==> src/rtl/lpmrt_pkg.sv <==
// ----------------------------------------------------------------------------
// lpmrt_pkg
// Types, codes and helpers shared by the IPv4 longest-prefix-match forwarder.
// ----------------------------------------------------------------------------
package lpmrt_pkg;

    // Default table depth
    localparam int ROUTE_ENTRIES_DEF = 16;

    // Longest prefix an entry can hold
    localparam logic [5:0] MAX_PREFIX = 6'd32;

    // Request kinds
    localparam logic REQ_ADD     = 1'b0;
    localparam logic REQ_FORWARD = 1'b1;

    // Response status codes
    localparam logic [2:0] ST_ADDED     = 3'd0;
    localparam logic [2:0] ST_FULL      = 3'd1;
    localparam logic [2:0] ST_FORWARDED = 3'd2;
    localparam logic [2:0] ST_EXPIRED   = 3'd3;
    localparam logic [2:0] ST_NO_ROUTE  = 3'd4;

    typedef struct packed {
        logic        req_type;
        logic [31:0] route_network;
        logic [5:0]  route_prefix;
        logic [31:0] route_next_hop;
        logic [31:0] dest_addr;
        logic [7:0]  packet_ttl;
    } t_req;

    typedef struct packed {
        logic [2:0]  status;
        logic [31:0] forward_next_hop;
        logic [7:0]  forward_ttl;
    } t_rsp;

    typedef struct packed {
        logic [31:0] network;
        logic [5:0]  prefix;
        logic [31:0] gateway;
    } t_entry;

    // Netmask for a prefix length of 0..32
    function automatic logic [31:0] prefix_mask(input logic [5:0] len);
        prefix_mask = ~(32'hFFFF_FFFF >> len);
    endfunction

endpackage

==> src/rtl/lpm_route_table_forwarder.sv <==
// ----------------------------------------------------------------------------
// lpm_route_table_forwarder
// Small IPv4 route table with add and longest-prefix-match forward requests.
// ----------------------------------------------------------------------------
// An add request stores (network, prefix, next hop) in the next free slot and
// answers ADDED, or FULL once ROUTE_ENTRIES slots are used; prefixes above 32
// are stored as 32. A forward request with TTL 0 or 1 answers EXPIRED.
// Otherwise the sequencer walks the stored entries through one compare unit,
// one entry per cycle out of the table memory (one write port, one registered
// read port), keeping the longest match, first stored winning ties.
// The answer is FORWARDED with the next hop and TTL - 1, or NO_ROUTE.
// o_req_ready is high only while the sequencer is idle; a finished response
// sits in an output register, so the next request can be taken while it
// waits for i_rsp_ready.
// There is no clearing pass: the fill count guards the unwritten slots.
// ----------------------------------------------------------------------------
module lpm_route_table_forwarder
    import lpmrt_pkg::*;
#(
    parameter int ROUTE_ENTRIES = ROUTE_ENTRIES_DEF
) (
    input  logic i_clk,
    input  logic i_rst_n,
    input  logic i_req_valid,
    output logic o_req_ready,
    input  t_req i_req,
    output logic o_rsp_valid,
    input  logic i_rsp_ready,
    output t_rsp o_rsp
);

    localparam int CNT_W = $clog2(ROUTE_ENTRIES + 1);
    localparam int IDX_W = (ROUTE_ENTRIES > 1) ? $clog2(ROUTE_ENTRIES) : 1;

    // Sequencer states
    localparam logic [1:0] S_IDLE = 2'd0;
    localparam logic [1:0] S_WALK = 2'd1;
    localparam logic [1:0] S_FIN  = 2'd2;

    // Route table memory
    t_entry mem [ROUTE_ENTRIES];

    logic [1:0]       r_state, n_state;
    logic [CNT_W-1:0] r_count, n_count;
    logic [CNT_W-1:0] r_idx,   n_idx;
    logic             r_rd_vld, n_rd_vld;
    t_entry           r_rd;
    logic [31:0]      r_dest,  n_dest;
    logic [7:0]       r_ttl,   n_ttl;
    logic             r_found, n_found;
    logic [5:0]       r_best_len, n_best_len;
    logic [31:0]      r_best_hop, n_best_hop;
    t_rsp             r_res,   n_res;
    logic             r_rsp_valid, n_rsp_valid;
    t_rsp             r_rsp;

    logic   mem_we;
    t_entry mem_wdata;
    logic   rd_en;
    logic   hit;
    logic   rsp_load;
    logic   table_full;

    assign table_full  = (r_count == CNT_W'(ROUTE_ENTRIES));
    assign rd_en       = (r_state == S_WALK) && (r_idx < r_count);
    // one compare unit: masked XOR of destination against the read entry
    assign hit         = ((r_dest ^ r_rd.network) & prefix_mask(r_rd.prefix)) == 32'd0;
    assign rsp_load    = (r_state == S_FIN) && (!r_rsp_valid || i_rsp_ready);

    assign mem_wdata.network  = i_req.route_network;
    assign mem_wdata.prefix   = (i_req.route_prefix > MAX_PREFIX) ? MAX_PREFIX
                                                                  : i_req.route_prefix;
    assign mem_wdata.gateway  = i_req.route_next_hop;

    always_comb begin
        n_state    = r_state;
        n_count    = r_count;
        n_idx      = r_idx;
        n_rd_vld   = 1'b0;
        n_dest     = r_dest;
        n_ttl      = r_ttl;
        n_found    = r_found;
        n_best_len = r_best_len;
        n_best_hop = r_best_hop;
        n_res      = r_res;
        mem_we     = 1'b0;

        unique case (r_state)
            S_IDLE: begin
                if (i_req_valid) begin
                    n_res = '0;
                    if (i_req.req_type == REQ_ADD) begin
                        if (table_full) begin
                            n_res.status = ST_FULL;
                        end else begin
                            mem_we       = 1'b1;
                            n_count      = r_count + CNT_W'(1);
                            n_res.status = ST_ADDED;
                        end
                        n_state = S_FIN;
                    end else begin
                        n_dest = i_req.dest_addr;
                        n_ttl  = i_req.packet_ttl - 8'd1;
                        if (i_req.packet_ttl <= 8'd1) begin
                            n_res.status = ST_EXPIRED;
                            n_state      = S_FIN;
                        end else begin
                            n_idx      = '0;
                            n_found    = 1'b0;
                            n_best_len = '0;
                            n_best_hop = '0;
                            n_state    = S_WALK;
                        end
                    end
                end
            end
            S_WALK: begin
                // read stage: one entry address per cycle
                if (rd_en) begin
                    n_idx = r_idx + CNT_W'(1);
                end
                n_rd_vld = rd_en;
                // compare stage: strictly longer wins, so first match keeps ties
                if (r_rd_vld && hit && (!r_found || r_rd.prefix > r_best_len)) begin
                    n_found    = 1'b1;
                    n_best_len = r_rd.prefix;
                    n_best_hop = r_rd.gateway;
                end
                if (!rd_en && !r_rd_vld) begin
                    if (r_found) begin
                        n_res.status           = ST_FORWARDED;
                        n_res.forward_next_hop = r_best_hop;
                        n_res.forward_ttl      = r_ttl;
                    end else begin
                        n_res = '0;
                        n_res.status = ST_NO_ROUTE;
                    end
                    n_state = S_FIN;
                end
            end
            S_FIN: begin
                if (rsp_load) begin
                    n_state = S_IDLE;
                end
            end
            default: begin
                n_state = S_IDLE;
            end
        endcase

        n_rsp_valid = rsp_load || (r_rsp_valid && !i_rsp_ready);
    end

    // Table memory: one write port, one registered read port
    always_ff @(posedge i_clk) begin
        if (mem_we) begin
            mem[r_count[IDX_W-1:0]] <= mem_wdata;
        end
        if (rd_en) begin
            r_rd <= mem[r_idx[IDX_W-1:0]];
        end
    end

    // Control state
    always_ff @(posedge i_clk) begin
        if (!i_rst_n) begin
            r_state     <= S_IDLE;
            r_count     <= '0;
            r_rd_vld    <= 1'b0;
            r_rsp_valid <= 1'b0;
        end else begin
            r_state     <= n_state;
            r_count     <= n_count;
            r_rd_vld    <= n_rd_vld;
            r_rsp_valid <= n_rsp_valid;
        end
    end

    // Datapath
    always_ff @(posedge i_clk) begin
        r_idx      <= n_idx;
        r_dest     <= n_dest;
        r_ttl      <= n_ttl;
        r_found    <= n_found;
        r_best_len <= n_best_len;
        r_best_hop <= n_best_hop;
        r_res      <= n_res;
        if (rsp_load) begin
            r_rsp <= r_res;
        end
    end

    assign o_req_ready = (r_state == S_IDLE);
    assign o_rsp_valid = r_rsp_valid;
    assign o_rsp       = r_rsp;

endmodule

==> config.mk <==
export PLATFORM = sky130hd
export DESIGN_NAME = lpm_route_table_forwarder
export DESIGN_NICKNAME = d
export VERILOG_FILES = /design/src/rtl/lpmrt_pkg.sv /design/src/rtl/lpm_route_table_forwarder.sv
export SDC_FILE = /design/constraint.sdc
export NUM_CORES = 1
export LEC_CHECK = 0
export BUFFER_PORTS_ARGS = -buffer_cell sky130_fd_sc_hd__buf_2
export CORE_UTILIZATION = 55
export DETAILED_ROUTE_END_ITERATION = 8
export GPL_TIMING_DRIVEN = 0
export PLACE_DENSITY_LB_ADDON = 0.08
export SLEW_MARGIN = 40
export SYNTH_ARGS = -nofsm -noshare
export SYNTH_HDL_FRONTEND = slang
export SYNTH_SLANG_ARGS = --single-unit
==> constraint.sdc <==
create_clock -name i_clk -period 10.7 [get_ports i_clk]
set_clock_uncertainty 0.15 [all_clocks]
set_input_delay 2.14 -clock i_clk [delete_from_list [all_inputs] [get_ports i_clk]]
set_output_delay 2.14 -clock i_clk [all_outputs]
set_load 0.02 [all_outputs]
==> qor.yml <==
power.density_mw_per_mm2: 189
viasPerCell: 6.15
synthFlopType: "edfxtp_1"
drc_errors: 0
p_leak_uw: 0.0201
power_uw: 11600
hold_slack_ps: 266
drive_above_1_share: 0.359
drv_slew: 0
initial_core_util: 0.554
drt_iter0_drc: 2983
cts.clk_slew.worst_paths_ps: 60
routed_wl_um: 125000
grt_pass1_vias: 25400
status: "finished, final reports clean"
overflow: 0
final_common_cell: "edfxtp_1"
cts_max_level: 4
synth.yosys.seq_area_share: 0.794
min-delay-path-class: "flop to flop"
fillCellCount: 5970
die_area_mm2: 0.0951
multi_input_area_mm2: 0.0101
end_kind: "flop"
crit_type: "primary input to flop"
clk_latency_ps: 740
clockRootBuffer: "clkbuf_16"
grt.total_usage: 0.272
min_period_ps: 4810
tightest_slew_ps: 885
cts_hold_buffers: 0
first_pass_iters: 5
fp.dieH_um: 308
async_flop_share: 0
grt_antenna_before_repair: 8
grt_max_degree: 37
cts-buffers-inserted: 141
required_ps: 10990
yosysTopAreaCell: "edfxtp_1"
synth_top_area_share: 0.791
fmax_ghz: 0.208
final_cell_mix: "edfxtp_1, mux4_2, buf_2, clkbuf_16"
syn_inst: 2152
vias: 24500
ctsResizeCount: 0
rows: 112
syn-num-nets: 2284
portBuffers: 159
yosys_warnings: 0
nets: 2754
ir_worst_vdd_uv: 136
cp-start-kind: "primary input"
cts_setup_buffers: 0
clockBufferDepth: 3
seqCellArea_mm2: 0.0410
hold_viol: 0
grt_pass1_wl_um: 179000
fin_tns_setup_ps: 0
slew_headroom: 0.410
synth_cell_types: 56
max_cap_viol_count: 0
syn_area_mm2: 0.0517
netlist_top_cells_area: "edfxtp_1, mux4_2, and2_1"
area_growth_pct: 18.2
ys_ff_latch: 1369
pin_count: 160
cts_tree: "done"
coreArea_mm2: 0.0932
critPathArrivalTime_ps: 5100
clkSinkCount: 1369
postRouteAntennaNets: 0
hpwlAfterDp_um: 82700
synth_edf_count: 1360
rsz0062_at_grt: "false"
period_share: 0.450
finalSetupViolCount: 0
place_congestion: 0.820
syn_area_per_cell_um2: 24.0
worstPathMaxFanout: 7
wire_per_inst_um: 31.4
fp.dieW_um: 308
[area by class of cell]
class                      instances  share of cell area
clock inverter                    73             0.00949
tap                             1254              0.0257
buffer                           102              0.0106
inverter                          22             0.00135
timing repair buffer             327              0.0522
clock buffer                     184              0.0635
antenna                            1           0.0000410
multi-input combinational        659               0.165
sequential                      1369               0.672
[path summary, 6_finish.rpt]
check	end	cells past startpoint	from	slack, ps
worst max-delay path	mem[2][50]	11	i_req_valid	5890
worst min register to register	o_rsp[10]	0	r_res[10]	270
worst min-delay path	o_rsp[10]	0	r_res[10]	270
worst max register to register	mem[2][50]	12	r_count[0]	6600
[registers in the layout (all words and copies together), names as in the netlist, 2 cells and up]
signal and count:
mem 1120, r_rd 70, o_rsp 43, r_res 43, r_best_hop 32, r_dest 32, r_ttl 8, r_best_len 6
r_count 5, r_idx 5, r_state 2
[per-layer routing]
metal,share of wire,vias to the layer above,GRT usage
met2,0.52,1078,0.459
met3,0.071,196,0.0491
met1,0.39,13200,0.370
met5,0.00061,-,0
met4,0.020,12,0.0737
li1,-,10100,-
[kinds of logic after synthesis]
| group | synth area share |
|---|---|
| DFF | 0.794 |
| muxes | 0.153 |
| and+or+nand+nor | 0.0208 |
| buffers and inverters | 0.0134 |
| AOI/OAI and AO/OA | 0.00652 |
| xor gates and xnor gates | 0.00763 |
| adders and majority gates | 0.00451 |
[synth_stat cells, drive strengths merged, types with 17 or more instances]
cell type  number
edfxtp       1360
mux4          350
buf            59
and2           43
clkbuf         43
and3           42
nor2           38
xor2           25
inv            21
nand2          21
xnor2          20
ha             17
o21ai          17
[where the power goes]
group	internal, uW	switching [uW]	total (uW)
logic	344	451	795
clock network	2750	1970	4720
registers	6010	33.3	6050
[critical path, stage by stage]
cell and delay (ps):
buf_2 130, nand2_1 130, nor3b_2 600, nand2_1 420, nor3_2 490, buf_4 280, buf_4 180, buf_2 190
buf_4 190, buf_6 150, buf_4 190
[metrics by stage]
stage	setup WS [ps]	cells	instance area [um^2]	util
finish	5890	3991	61100	0.655
global route	5860	3991	61100	0.655
CTS	6000	3990	61100	0.655
detailed placement	5230	3733	56600	0.607
global placement	-5360	3565	54000	0.580
floorplan	2420	2152	51700	-
No activity file was read; power rests on OpenSTA's default activity.
